[config.mk]
export PLATFORM = sky130hd
export DESIGN_NAME = flv_aac_to_adts_framer_flat
export DESIGN_NICKNAME = d
export VERILOG_FILES = /design/src/flvadts_pkg.sv /design/src/flvadts_if.sv /design/src/flvadts_parse.sv /design/src/flv_aac_to_adts_framer.sv /design/src/flat_wrapper.sv
export SDC_FILE = /design/constraint.sdc
export NUM_CORES = 1
export LEC_CHECK = 0
export ABC_AREA = 1
export BUFFER_PORTS_ARGS = -buffer_cell sky130_fd_sc_hd__buf_2
export CORE_ASPECT_RATIO = 2
export CORE_MARGIN = 5
export CORE_UTILIZATION = 37
export CTS_BUF_LIST = sky130_fd_sc_hd__clkbuf_4
export DETAILED_ROUTE_END_ITERATION = 16
export SKIP_CTS_REPAIR_TIMING = 1
export SLEW_MARGIN = 20
export SYNTH_ARGS = -nofsm -noshare
export SYNTH_HDL_FRONTEND = slang
export SYNTH_SLANG_ARGS = --single-unit
export TNS_END_PERCENT = 100
[constraint.sdc]
create_clock -name clk -period 3.21 [get_ports clk]
set_input_delay 0.321 -clock clk [delete_from_list [all_inputs] [get_ports clk]]
set_output_delay 0.321 -clock clk [all_outputs]
set_load 0.01 [all_outputs]
[src/flvadts_pkg.sv]
// shared constants and types for the flv aac to adts framer
package flvadts_pkg;

  localparam int HDR_BYTES = 7;

  localparam logic [3:0] FMT_AAC         = 4'd10;
  localparam logic [7:0] PKT_SEQ_HEADER  = 8'd0;
  localparam logic [7:0] PKT_RAW_FRAME   = 8'd1;

  // fixed adts header bytes: sync word, mpeg-4, layer 0, no crc
  localparam logic [7:0] ADTS_SYNC_HI    = 8'hFF;
  localparam logic [7:0] ADTS_SYNC_LO    = 8'hF1;
  localparam logic [4:0] FULLNESS_HI     = 5'h1F;
  localparam logic [7:0] ADTS_TAIL       = 8'hFC;
  localparam logic [12:0] FLEN_EXTRA     = 13'd5;

  typedef logic [HDR_BYTES-1:0][7:0] hdr_bytes_t;

  // what one tag byte produces
  typedef struct packed {
    logic       emit_hdr;   // seven-byte header burst
    logic       emit_byte;  // single payload byte
    logic [7:0] data;       // payload byte
    logic       last;       // frame ends with this byte (or header byte 6)
    hdr_bytes_t hdr;        // header bytes, byte 0 in index 0
  } res_t;

endpackage

[src/flvadts_if.sv]
// stream interfaces for tag body bytes in and adts bytes out
interface flvadts_in_if;
  logic        valid;
  logic        ready;
  logic [7:0]  tag_byte;
  logic        first;
  logic [23:0] tag_len;

  modport source (output valid, tag_byte, first, tag_len, input ready);
  modport sink   (input valid, tag_byte, first, tag_len, output ready);
endinterface

interface flvadts_out_if;
  logic       valid;
  logic       ready;
  logic [7:0] out_byte;
  logic       frame_last;

  modport source (output valid, out_byte, frame_last, input ready);
  modport sink   (input valid, out_byte, frame_last, output ready);
endinterface

[src/flvadts_parse.sv]
// tag parser: per-tag state, stored aac config and adts header build
module flvadts_parse (
  input  logic                clk,
  input  logic                rst,
  input  logic                step,
  input  logic [7:0]          tag_byte,
  input  logic                first,
  input  logic [23:0]         tag_len,
  output flvadts_pkg::res_t   res
);
  import flvadts_pkg::*;

  logic [1:0]  profile_bits;
  logic [3:0]  rate_index;
  logic [2:0]  channel_count;
  logic [23:0] byte_position;
  logic [23:0] tag_length;
  logic        is_aac;
  logic [7:0]  packet_type;
  logic [7:0]  held_config_byte;

  logic        in_range;
  logic        at_pkt_byte;
  logic [12:0] flen;
  logic [23:0] pos_plus;

  // byte is inside the current tag body
  assign in_range    = (byte_position != 24'd0) && (byte_position < tag_length);
  assign at_pkt_byte = (byte_position == 24'd1);
  assign pos_plus    = byte_position + 24'd1;
  assign flen        = tag_length[12:0] + FLEN_EXTRA;

  // result for the byte at hand
  always_comb begin
    res = '0;
    res.data   = tag_byte;
    res.hdr[0] = ADTS_SYNC_HI;
    res.hdr[1] = ADTS_SYNC_LO;
    res.hdr[2] = {profile_bits, rate_index, 1'b0, channel_count[2]};
    res.hdr[3] = {channel_count[1:0], 4'b0000, flen[12:11]};
    res.hdr[4] = flen[10:3];
    res.hdr[5] = {flen[2:0], FULLNESS_HI};
    res.hdr[6] = ADTS_TAIL;
    if (!first && in_range && is_aac) begin
      if (at_pkt_byte) begin
        res.emit_hdr = (tag_byte == PKT_RAW_FRAME);
        res.last     = (tag_length == 24'd2);
      end else if (packet_type == PKT_RAW_FRAME) begin
        res.emit_byte = 1'b1;
        res.last      = (pos_plus == tag_length);
      end
    end
  end

  // per-tag tracking and sequence header capture
  always_ff @(posedge clk) begin
    if (rst) begin
      profile_bits     <= '0;
      rate_index       <= '0;
      channel_count    <= '0;
      byte_position    <= '0;
      tag_length       <= '0;
      is_aac           <= 1'b0;
      packet_type      <= '0;
      held_config_byte <= '0;
    end else if (step) begin
      if (first) begin
        tag_length       <= tag_len;
        is_aac           <= (tag_byte[7:4] == FMT_AAC);
        packet_type      <= '0;
        held_config_byte <= '0;
        byte_position    <= 24'd1;
      end else if (in_range) begin
        byte_position <= pos_plus;
        if (is_aac) begin
          if (at_pkt_byte) begin
            packet_type <= tag_byte;
          end else if (packet_type == PKT_SEQ_HEADER) begin
            if (byte_position == 24'd2) begin
              held_config_byte <= tag_byte;
            end else if (byte_position == 24'd3) begin
              profile_bits  <= held_config_byte[4:3] + 2'd3;
              rate_index    <= {held_config_byte[2:0], tag_byte[7]};
              channel_count <= tag_byte[5:3];
            end
          end
        end
      end
    end
  end

endmodule

[src/flv_aac_to_adts_framer.sv]
// flv aac audio tag body to adts frame framer, top level
//
//   channel   dir  payload                      accepted when
//   tag_in    in   tag_byte, first, tag_len     tag_in.valid && tag_in.ready
//   adts_out  out  out_byte, frame_last         adts_out.valid && adts_out.ready
//
// one tag byte per cycle while the output is not stalled and no header burst is
// pending; a raw frame's packet type byte starts the seven-byte header burst, which
// holds the input stage. a byte passes the input register, then the output register.
// rst is synchronous; it clears the stored aac config and tag tracking.
// input register takes a byte while the output register is stalled.
module flv_aac_to_adts_framer (
  input  logic           clk,
  input  logic           rst,
  flvadts_in_if.sink     tag_in,
  flvadts_out_if.source  adts_out
);
  import flvadts_pkg::*;

  // input register
  logic        s1v;
  logic [7:0]  s1_byte;
  logic        s1_first;
  logic [23:0] s1_len;

  // output register and pending header bytes
  logic        ov;
  logic [7:0]  obyte;
  logic        olast;
  logic [2:0]  hdr_rem;
  logic [HDR_BYTES-2:0][7:0] hdr_buf;
  logic        hdr_last;

  logic        load_ok;
  logic        s1_adv;
  logic        in_xfer;
  res_t        res;

  assign load_ok = !ov || adts_out.ready;
  assign s1_adv  = s1v && (hdr_rem == 3'd0) && load_ok;
  assign in_xfer = tag_in.valid && tag_in.ready;

  assign tag_in.ready        = !s1v || s1_adv;
  assign adts_out.valid      = ov;
  assign adts_out.out_byte   = obyte;
  assign adts_out.frame_last = olast;

  flvadts_parse u_parse (
    .clk      (clk),
    .rst      (rst),
    .step     (s1_adv),
    .tag_byte (s1_byte),
    .first    (s1_first),
    .tag_len  (s1_len),
    .res      (res)
  );

  // input stage
  always_ff @(posedge clk) begin
    if (rst) begin
      s1v <= 1'b0;
    end else if (in_xfer) begin
      s1v <= 1'b1;
    end else if (s1_adv) begin
      s1v <= 1'b0;
    end
  end

  always_ff @(posedge clk) begin
    if (in_xfer) begin
      s1_byte  <= tag_in.tag_byte;
      s1_first <= tag_in.first;
      s1_len   <= tag_in.tag_len;
    end
  end

  // output register: header burst first, then payload bytes
  always_ff @(posedge clk) begin
    if (rst) begin
      ov      <= 1'b0;
      hdr_rem <= '0;
    end else if (load_ok) begin
      if (hdr_rem != 3'd0) begin
        ov      <= 1'b1;
        hdr_rem <= hdr_rem - 3'd1;
      end else if (s1_adv && res.emit_hdr) begin
        ov      <= 1'b1;
        hdr_rem <= 3'(HDR_BYTES - 1);
      end else begin
        ov <= s1_adv && res.emit_byte;
      end
    end
  end

  always_ff @(posedge clk) begin
    if (load_ok) begin
      if (hdr_rem != 3'd0) begin
        obyte   <= hdr_buf[0];
        olast   <= (hdr_rem == 3'd1) ? hdr_last : 1'b0;
        hdr_buf <= {8'h00, hdr_buf[HDR_BYTES-2:1]};
      end else if (s1_adv && res.emit_hdr) begin
        obyte    <= res.hdr[0];
        olast    <= 1'b0;
        hdr_buf  <= res.hdr[HDR_BYTES-1:1];
        hdr_last <= res.last;
      end else if (s1_adv && res.emit_byte) begin
        obyte <= res.data;
        olast <= res.last;
      end
    end
  end

endmodule

[src/flat_wrapper.sv]
// flat-port wrapper written by rule: the top's interface ports become plain ports
module flv_aac_to_adts_framer_flat import flvadts_pkg::*;
  (clk, rst, tag_in_valid, tag_in_tag_byte, tag_in_first, tag_in_tag_len, tag_in_ready, adts_out_valid, adts_out_out_byte, adts_out_frame_last, adts_out_ready);
  flvadts_in_if tag_in_i ();
  flvadts_out_if adts_out_i ();
  input  logic clk;
  input  logic rst;
  input wire logic [$bits(tag_in_i.valid)-1:0] tag_in_valid;
  input wire logic [$bits(tag_in_i.tag_byte)-1:0] tag_in_tag_byte;
  input wire logic [$bits(tag_in_i.first)-1:0] tag_in_first;
  input wire logic [$bits(tag_in_i.tag_len)-1:0] tag_in_tag_len;
  output wire logic [$bits(tag_in_i.ready)-1:0] tag_in_ready;
  output wire logic [$bits(adts_out_i.valid)-1:0] adts_out_valid;
  output wire logic [$bits(adts_out_i.out_byte)-1:0] adts_out_out_byte;
  output wire logic [$bits(adts_out_i.frame_last)-1:0] adts_out_frame_last;
  input wire logic [$bits(adts_out_i.ready)-1:0] adts_out_ready;
  assign tag_in_i.valid = tag_in_valid;
  assign tag_in_i.tag_byte = tag_in_tag_byte;
  assign tag_in_i.first = tag_in_first;
  assign tag_in_i.tag_len = tag_in_tag_len;
  assign tag_in_ready = tag_in_i.ready;
  assign adts_out_valid = adts_out_i.valid;
  assign adts_out_out_byte = adts_out_i.out_byte;
  assign adts_out_frame_last = adts_out_i.frame_last;
  assign adts_out_i.ready = adts_out_ready;
  flv_aac_to_adts_framer u_core (.clk(clk), .rst(rst), .tag_in(tag_in_i), .adts_out(adts_out_i));
endmodule
After elaboration in Yosys (flattened, before gate mapping)

Index checks and enable logic that the tools add are counted.

Flip-flop bits (word level): 165
Input port bits: 37

Add/sub/neg operators: 4
$lt $le $gt $ge: 1
Equality and inequality tests: 10
Muxes and demuxes: 34
Bitwise logic cells: 4
Reductions and logical operators: 33

Operators by type and width:

| cell                  | number |
|---|---|
| $eq 24x2->1 const B   | 3 |
| $mux 8                | 7 |
| $mux 24               | 2 |
| $mux 48               | 1 |
| $mux 40               | 1 |
| $mux 5                | 6 |
| $add 24x1->24 const B | 1 |
| $eq 24x1->1 const B   | 1 |
| $eq 24x24->1          | 1 |
| $lt 24x24->1          | 1 |
| $reduce_bool 24->1    | 1 |
| $eq 8x1->1 const B    | 2 |
| $mux 1                | 14 |
| $reduce_bool 2->1     | 7 |
| $add 13x3->13 const B | 1 |
| $logic_and 1x1->1     | 8 |
| $logic_not 8->1       | 1 |
| $reduce_and 2->1      | 4 |
| $reduce_and 8->1      | 1 |
| $mux 3                | 2 |
| $reduce_and 6->1      | 1 |
| $reduce_bool 3->1     | 2 |
| $eq 4x4->1 const B    | 1 |
| $not 1->1             | 4 |
| other kinds (10)      | 13 |

Depth between registers and ports, before layout

Gate-level depths: netlist of the first run.

Word-level depth: 9
Gate-level depth with buffers: 17
Mapped depth without buffers: 17

Modules after synthesis

A second synthesis of the first run with hierarchy kept.

Cells, all modules: 1,159
Area total of the unflattened synthesis: 9,172.5 um^2

By module, submodules not included:

| module                 | instances | cells an instance | area each (um^2) | seq. area each (um^2) |
|---|---|---|---|---|
| flvadts_parse          | 1         | 824               | 5,325.1          | 1,421.4 |
| flv_aac_to_adts_framer | 1         | 335               | 3,847.4          | 2,832.7 |

Worst setup path before layout of the first run

OpenSTA, ideal clock, no wires.

Path kind: flip-flop to flip-flop
From: register u_core.hdr_rem[0]
To: register u_core.s1_byte[0] (enable)
Data arrival time: 2,545 ps
Setup slack: 242 ps
Stages on the path, launching flop included: 9
Buffers on the path: 0
Clock period less this slack: 2,968 ps
Path through: dfxtp_1 inv_1 ha_1 inv_1 nor2_2 inv_2 nor3_4 nor2_1 nor2_1

Cells in the longest elaborated chain, start to end: 5

RTL lines:

| item                            | line                         | RTL |
|---|---|---|
| from (decl)                     | flv_aac_to_adts_framer.sv:30 | `logic [2:0] hdr_rem;` |
| from (signal assigned)          | flv_aac_to_adts_framer.sv:85 | `hdr_rem <= hdr_rem - 3'd1;` |
| from (signal assigned)          | flv_aac_to_adts_framer.sv:88 | `hdr_rem <= 3'(HDR_BYTES - 1);` |
| $logic_not 3->1                 | flv_aac_to_adts_framer.sv:40 | `assign s1_adv = s1v && (hdr_rem == 3'd0) && load_ok;` |
| $logic_and 1x1->1 (2 in series) | flv_aac_to_adts_framer.sv:40 |  |
| $logic_or 1x1->1                | flv_aac_to_adts_framer.sv:43 | `assign tag_in.ready = !s1v \|\| s1_adv;` |
| $logic_and 1x1->1               | flv_aac_to_adts_framer.sv:41 | `assign in_xfer = tag_in.valid && tag_in.ready;` |
| net u_core.in_xfer              | flv_aac_to_adts_framer.sv:36 | `logic in_xfer;` |
| to (signal assigned)            | flv_aac_to_adts_framer.sv:71 | `s1_byte <= tag_in.tag_byte;` |
| to (decl)                       | flv_aac_to_adts_framer.sv:22 | `logic [7:0] s1_byte;` |

The timed path passes the listed nets, and every way through them passes these cells.
A chain may end at the register's enable or synchronous reset.

Worst setup path after layout of the first run

From: register u_core.u_parse.tag_length[19]
To: register u_core.hdr_buf[9] (netlist bit) (enable)

Cells in the longest elaborated chain, start to end: 8

RTL lines:

| item                               | line                          | RTL |
|---|---|---|
| from (decl)                        | flvadts_parse.sv:17           | `logic [23:0] tag_length;` |
| from (signal assigned)             | flvadts_parse.sv:68           | `tag_length <= tag_len;` |
| $lt 24x24->1                       | flvadts_parse.sv:28           | `assign in_range = (byte_position != 24'd0) && (byte_position < tag_length);` |
| $logic_and 1x1->1                  | flvadts_parse.sv:28           |  |
| $logic_and 1x1->1 (2 in series)    | flvadts_parse.sv:44           | `if (!first && in_range && is_aac) begin` |
| $mux 2                             | flvadts_parse.sv:44           |  |
| $logic_and 1x1->1                  | flv_aac_to_adts_framer.sv:101 | `end else if (s1_adv && res.emit_hdr) begin` |
| $reduce_bool 2->1 (no source line) | --                            |  |
| $reduce_and 2->1 (no source line)  | --                            |  |
| to (signal assigned)               | flv_aac_to_adts_framer.sv:100 | `hdr_buf <= {8'h00, hdr_buf[HDR_BYTES-2:1]};` |
| to (signal assigned)               | flv_aac_to_adts_framer.sv:104 | `hdr_buf <= res.hdr[HDR_BYTES-1:1];` |
| to (decl)                          | flv_aac_to_adts_framer.sv:31  | `logic [HDR_BYTES-2:0][7:0] hdr_buf;` |

Every way passes these cells.

==> reports/results.tsv, run 1 <==
metric	value	unit
status	complete, no violations	
type of the worst setup path	flop to flop	
Worst EP required	3500	ps
DR pass1 iterations	6	
Distinct cells, synth	41	
total power	0.00680	W
leakage power	4.08	nW
CTS max path bufs	2	
slowest cell on the critical path	dfxtp_1	
IO buf count	47	
critical path endpoint category	flop	
Final min period	2850	ps
CTS sink cnt	156	
first-pass GRT wire length	38700	µm
Fmax achieved	351	MHz
post-synthesis net count	1096	
Post-synth EDFFs	80	
CTS tree	done	
CTS root buffer	clkbuf_4	
Tcrit/Tclk final	88.7	%
met3 usage	3.50	%
Post-Syn Area	8300	µm²
antenna violations before repair	1	
setup_tns	0	ps
area share of the largest cell type after synthesis	28.9	%
FP Rows	77	
cell type with the largest total area after synthesis	edfxtp_1	
Critical Path AT	3140	ps
list of most frequent post-synthesis cells	202 x nand2_1, 127 x inv_1, 124 x nor2_1	
DRT iter0 DRCs	497	
Post-Route WL	25600	µm
Async SR Flop Fraction	0	%
clock insertion delay at the later pin of the skew report	630	ps
DRC Markers	0	
max-slew headroom at the worst pin	53.2	%
share of cells above drive strength 1	13.2	%
die footprint	25700	µm²
PwrDens	710	nW/µm²
Area after DPL	8960	µm²
Mapped Cells	1026	
clock-pin slew on the worst setup and hold paths	140	ps
RSZ-0062 raised after global routing	no	
total number of vias	7297	
total track usage	20.4	%
most common flop cell mapped by yosys	edfxtp_1	
Buf/Inv on CP	3	
I/O pin count	48	
design area	9580	µm²
sequential fraction of the synthesis area	47.3	%
pre-CTS setup slack	368	ps
Synth area leaders	edfxtp_1 29%, dfxtp_1 18%, nand2_1 9.1%	
min-delay worst type	input port to flop	
Crit Path Max Fanout	37	
Hold Fails Final Rpt	0	
vias per cell	5.16	
gr ovfl total	0	
fillcell total	2306	
Pins Over Slew Limit	0	
most frequent cell after synthesis	nand2_1	
Nets	1195	
GR Layer Usage met1	18.8	%
vias in the first global route	7262	
worst path cell trace	inv_1, ha_1, a21oi_1, o21ai_0, nand2_1, nand3_1, nor2_2, nand4_1, nand2_2, nand2_1, inv_1, buf_4	
Tightest Pin Transition	701	ps
Critical Path Start Type	flop	
largest net degree at the start of global routing	43	
dpl hpwl	19500	µm
Final ANT Viol Nets	0	
clk_skew	20.8	ps
met2 Use GR	38.2	%
H-tree levels	4	
Core ar.	22200	µm²
die width	116	µm
worst setup margin	362	ps
global routing's busiest layer	met2	
Avg Cell Area, Syn	8.09	µm²
CP top delay family	simple AND/OR/NAND/NOR gates	
die extent in y	222	µm
Placer Congestion	0.976	
synth warn	0	
max_cap viols	0	
routed len/inst	18.1	µm
max incr delay on CP	440	ps
final setup fails	0	
Inserted Clock Buffers	17	
Initial Util	37.5	%
Syn-to-layout area delta	15.4	%
Core Util, Final	43.2	%
maximum ir drop on the vdd rail	0.596	mV
Yosys reg bits	156	
[tightest hold or removal path, delay by kind of cell]
family | cells | cell delay, ps
buf+inv | 2 | 150
compound gates | 2 | 150
[final timing paths]
check | cells after the start | start | slack (ps) | endpoint
setup reg to reg | 12 | u_core.u_parse.tag_length[19] | 360 | u_core.hdr_buf[9]
hold reg to reg | 2 | u_core.u_parse.profile_bits[0] | 450 | u_core.u_parse.profile_bits[0]
setup / recovery | 12 | u_core.u_parse.tag_length[19] | 360 | u_core.hdr_buf[9]
hold / removal | 4 | rst | 20 | u_core.u_parse.tag_length[23]
[cells in the final DEF, fill, tap and decap left out, types with 8 or more instances in the layout]
| master | n |
|---|---|
| inv_1 | 127 |
| buf_2 | 47 |
| nand2_2 | 14 |
| clkbuf_4 | 17 |
| o21ai_0 | 68 |
| a211oi_1 | 9 |
| a21oi_1 | 81 |
| buf_4 | 27 |
| nor2_1 | 123 |
| nand3_1 | 86 |
| ha_1 | 33 |
| xor2_1 | 8 |
| dlygate4sd3_1 | 35 |
| dfxtp_1 | 76 |
| nor3_1 | 8 |
| nand4_1 | 23 |
| edfxtp_1 | 80 |
| nand2_1 | 202 |
[power by group]
group | leakage, nW | switching (W) | internal (W)
registers | 1.39 | 0.000244 | 0.00280
logic | 2.53 | 0.00174 | 0.000824
clock network | 0.147 | 0.000794 | 0.000399
[routing by layer]
layer  vias to the layer above  share of wire, %  wire length, µm
met5                         -                 0                0
met4                         0               7.6             1950
met3                        95               3.3              836
met2                       205                55            14200
met1                      3369                34             8590
li1                       3628                 -                -
[logic make-up after synthesis]
group,Yosys count,synth area share (%)
and+or+nand+nor,487,26.5
adders and majority gates,33,4.97
DFF,156,47.3
xor gates and xnor gates,14,2.31
buffers and inverters,162,7.79
AOI/OAI and AO/OA,174,11.2
[metrics by stage]
step / instances / hold slack [ps]
after floorplan: 1026 / 420
after global placement: 1347 / 433
after detailed placement: 1347 / 438
after CTS: 1379 / -213
after global routing: 1415 / 17.3
final: 1415 / 19.8
[sequential cells by signal (all words and copies together) (netlist names), 3 cells and up]
register,flops
u_core.s1_byte,8
u_core.u_parse.held_config_byte,5
u_core.u_parse.tag_length,24
u_core.u_parse.channel_count,3
u_core.hdr_buf,37
u_core.u_parse.rate_index,4
u_core.hdr_rem,3
u_core.adts_out.out_byte,8
u_core.u_parse.byte_position,24
u_core.s1_len,24
u_core.u_parse.packet_type,8
[cell type report]
cell class              count  area (µm²)  area share (%)
diodes                      1        2.50          0.0261
clock buffers              17         128            1.33
clock inverters            15         135            1.41
inverters                 132         497            5.19
multi-input cells         708        3740            39.0
flip-flops and latches    156        3920            41.0
well taps                 276         345            3.61
repair buffers            110         808            8.44
Power figures use the tool's default switching activity.
==> inputs of run 2 (changes only) <==
Settings changed: CORE_UTILIZATION 37 to 55, PLACE_DENSITY from default to 0.73.
==> run 2 against run 1 <==
Wire length down 6.0%. Core utilization grew 20 points. Register-to-register slack worse by 110 ps. Clock power is essentially flat. Final cell count decreased by 6.6%. Worst setup slack worse by 110 ps. First-iteration DRC count down 13%. Critical endpoint is now u_core.hdr_buf[25].
==> reports/results.tsv, run 2 (synthesized netlist as in run 1, its figures left out) <==
metric	value	unit
depth of the worst hold-timing path	3	
H-tree levels	4	
Placer Congestion	0.971	
die footprint	17800	µm²
clock-pin slew on the worst setup and hold paths	170	ps
Net Sw Power	0.00280	W
max_cap viols	0	
critical path endpoint category	flop	
Nets	1182	
clock insertion delay at the later pin of the skew report	590	ps
PwrDens	719	nW/µm²
total track usage	27.4	%
type of the worst setup path	flop to flop	
die width	96.9	µm
total number of vias	7493	
Post-Route WL	24000	µm
Syn-to-layout area delta	13.5	%
internal power	0.00397	W
first-pass GRT wire length	37900	µm
die extent in y	184	µm
total power	0.00677	W
logic gate share of total power	37.3	%
clock power share	17.8	%
most frequent cells in the layout	202 x nand2_1, 127 x inv_1, 122 x nor2_1	
Reg with most FFs	u_core.hdr_buf	
Final ANT Viol Nets	0	
Worst EP required	3460	ps
Largest register FFs	37	
Sw Share	41.4	%
Hold Fails Final Rpt	0	
I/O pin count	48	
dpl hpwl	18200	µm
gr ovfl total	0	
Core ar.	14800	µm²
Initial Util	56.0	%
commonest non-fill, non-tap cell in the layout	nand2_1	
DRC Markers	0	
CTS tree	done	
FP Rows	63	
final setup fails	0	
clk_skew	30.3	ps
routed len/inst	18.2	µm
IO buf count	47	
Final min period	2960	ps
Critical Path Start Type	flop	
part of the power in registers	44.9	%
CTS root buffer	clkbuf_4	
fillcell total	1400	
vias in the first global route	7397	
antenna violations before repair	1	
fin cells	1321	
max-slew headroom at the worst pin	51.9	%
Pins Over Slew Limit	0	
setup_tns	0	ps
Tcrit/Tclk final	92.1	%
DR pass1 iterations	7	
CTS max path bufs	2	
status	complete, no violations	
Fmax achieved	338	MHz
Critical Path AT	3210	ps
Inserted Clock Buffers	17	
RSZ-0062 raised after global routing	no	
min-delay worst type	input port to flop	
Cells after DPL	1255	
share of cells above drive strength 1	12.6	%
leakage power	4.03	nW
Crit Path Max Fanout	37	
vias per cell	5.67	
R2R depth	12	
DRT iter0 DRCs	431	
Tightest Pin Transition	720	ps
largest net degree at the start of global routing	49	
maximum ir drop on the vdd rail	0.366	mV
CTS sink cnt	156	
## run 2: per-stage QoR
stage          instance area (µm²)  utilization (%)  setup slack, ps  hold WS [ps]
2_1_floorplan                 8300                -              242           420
3_3_place_gp                  8790             59.3              200           438
3_5_place_dp                  8790             59.3              177           445
4_1_cts                       9090             61.3              123          -125
5_1_grt                       9430             63.6             83.4          32.9
6_report                      9430             63.6              252          56.4
## run 2: final cells by class
class                           count  area (µm²)  area share [%]
Clock buffer                       17         128            1.35
Multi-Input combinational cell    708        3740            39.7
Antenna cell                        1        2.50          0.0265
Clock inverter                     15         168            1.78
Timing Repair Buffer               97         722            7.66
Tap cell                          195         244            2.59
Inverter                          132         498            5.28
Sequential cell                   156        3920            41.6
## run 2: path summary, 6_finish.rpt
check	slack (ps)	end	from
setup / recovery	250	u_core.hdr_buf[25]	u_core.u_parse.tag_length[5]
hold / removal	60	u_core.s1v	tag_in_valid
setup reg to reg	250	u_core.hdr_buf[25]	u_core.u_parse.tag_length[5]
hold reg to reg	460	u_core.u_parse.profile_bits[0]	u_core.u_parse.profile_bits[0]
## run 2: layer usage
metal	vias to the layer above	wire, µm	track usage, %
li1	3610	-	-
met1	3522	8290	26.8
met2	264	13000	51.4
met3	97	890	4.44
met4	0	1830	20.0
met5	-	0	0
## run 2: power by group through the flow
stage	Sequential (W)	Combinational [W]	Clock (W)
CTS	0.00305	0.00248	0.00123
global placement	0.00308	0.00243	0
finish	0.00304	0.00252	0.00121
global route	0.00309	0.00285	0.00133
floorplan	0.00304	0.00170	0
detailed placement	0.00310	0.00247	0
## run 2: critical path, cell delays in order (launching register included)
cell,delay [ps]
dfxtp_1,520
inv_1,150
ha_1,320
a21oi_1,140
nor2_1,50
a211oi_1,230
nand2_1,160
nand2_1,120
nand4_1,160
nand2_2,230
nand2_1,130
inv_1,80
buf_6,300
==> inputs of run 3 (changes only) <==
Settings changed: CORE_UTILIZATION 55 to 45, PLACE_DENSITY 0.73 to default.
==> run 3 against run 2 <==
Clock power hardly changed. Maximum frequency rose by 4.8%. Via count is 1.8% lower. Die area rose by 20%.
==> reports/results.tsv, run 3 (synthesized netlist as in run 1, its figures left out) <==
metric	value	unit
Critical Path AT	3070	ps
dpl hpwl	19900	µm
RSZ-0062 raised after global routing	no	
final setup fails	0	
total number of vias	7357	
Worst Setup SP	u_core.u_parse.tag_length[21]	
Fmax achieved	354	MHz
DRT iter0 DRCs	382	
Crit Path Max Fanout	37	
largest net degree at the start of global routing	43	
I/O pin count	48	
CTS root buffer	clkbuf_4	
Tightest Pin Transition	767	ps
Sw Share	40.9	%
CTS max path bufs	2	
most frequent cells in the layout	202 x nand2_1, 127 x inv_1, 123 x nor2_1	
Worst EP required	3460	ps
critical path endpoint category	flop	
routed len/inst	19.1	µm
min-delay worst type	input port to flop	
logic gate share of total power	37.5	%
CTS sink cnt	156	
Placer Congestion	0.997	
share of cells above drive strength 1	13.2	%
leakage power	4.06	nW
Post-Route WL	25900	µm
Pins Over Slew Limit	0	
r2r startpoint	u_core.u_parse.tag_length[21]	
pre-CTS setup slack	403	ps
die width	106	µm
part of the power in registers	44.8	%
internal power	0.00401	W
total track usage	24.5	%
setup_tns	0	ps
Syn-to-layout area delta	14.1	%
Critical Path Start Type	flop	
PwrDens	716	nW/µm²
hold path start	tag_in_valid	
fillcell total	1842	
IO buf count	47	
die footprint	21400	µm²
type of the worst setup path	flop to flop	
first-pass GRT wire length	39500	µm
setup slack, reg-to-reg	390	ps
clock power share	17.6	%
max-slew headroom at the worst pin	48.4	%
vias per cell	5.44	
H-tree levels	4	
depth of the worst hold-timing path	3	
Nets	1193	
Inserted Clock Buffers	17	
FP Rows	70	
DR pass1 iterations	7	
Final min period	2820	ps
Net Sw Power	0.00277	W
clock insertion delay at the later pin of the skew report	590	ps
Tcrit/Tclk final	87.9	%
Reg with most FFs	u_core.hdr_buf	
vias in the first global route	7361	
Core ar.	18200	µm²
Hold EP	u_core.s1v	
Hold Fails Final Rpt	0	
die extent in y	202	µm
maximum ir drop on the vdd rail	0.364	mV
gr ovfl total	0	
CTS tree	done	
max_cap viols	0	
commonest non-fill, non-tap cell in the layout	nand2_1	
status	complete, no violations	
worst setup margin	389	ps
Largest register FFs	37	
Final ANT Viol Nets	0	
clk_skew	15.1	ps
worst r2r dst	u_core.hdr_buf[38]	
R2R depth	12	
clock-pin slew on the worst setup and hold paths	150	ps
Initial Util	45.6	%
total power	0.00679	W
antenna violations before repair	1	
DRC Markers	0	
[run 3: worst max path at each step]
stage	endpoint	depth (start not counted)
2_1_floorplan	u_core.s1_byte[0]	8
3_3_place_gp	u_core.hdr_buf[46]	12
3_5_place_dp	u_core.hdr_buf[46]	12
4_1_cts	u_core.hdr_buf[16]	12
5_1_grt	u_core.hdr_buf[25]	12
6_report	u_core.hdr_buf[38]	12
[run 3: final cells by class]
| class | instances | area, µm² | share of cell area (%) |
|---|---|---|---|
| flip-flops and latches | 156 | 3920 | 41.4 |
| inverters | 132 | 497 | 5.24 |
| clock buffers | 18 | 135 | 1.43 |
| well taps | 216 | 270 | 2.85 |
| repair buffers | 108 | 776 | 8.19 |
| clock inverters | 14 | 133 | 1.40 |
| diodes | 1 | 2.50 | 0.0264 |
| multi-input cells | 708 | 3740 | 39.5 |
[run 3: critical path, stage by stage, from the launching register on]
cell      delay (ps)
dfxtp_1          450
inv_1            110
ha_1             300
a21oi_1          140
nor2_1            50
a211oi_1         170
nand3_1          140
nor2_2           170
nand4_1          130
nand2_2          200
nand2_1          110
inv_1             70
buf_4            400
[run 3: power groups by stage]
stage	Clock (W)	Combinational [W]	Sequential, W
3_5_place_dp	0	0.00253	0.00309
4_1_cts	0.00123	0.00254	0.00305
3_3_place_gp	0	0.00252	0.00308
6_report	0.00119	0.00255	0.00304
2_1_floorplan	0	0.00170	0.00304
5_1_grt	0.00131	0.00288	0.00309
[run 3: stage by stage]
stage                     instances  cell area [µm²]  hold slack [ps]  utilization [%]
after global placement         1287             8870              437             48.7
after detailed placement       1287             8870              442             48.7
after global routing           1353             9480             18.7             52.0
after CTS                      1319             9140             -144             50.2
final                          1353             9480             38.5             52.0
after floorplan                1026             8300              420                -
[run 3: routing by layer]
metal / track usage [%] / vias up / routed length (µm)
met4: 18.7 / 0 / 2030
met3: 3.52 / 98 / 833
met1: 23.3 / 3440 / 8940
li1: - / 3612 / -
met5: 0 / - / 0
met2: 46.1 / 207 / 14100
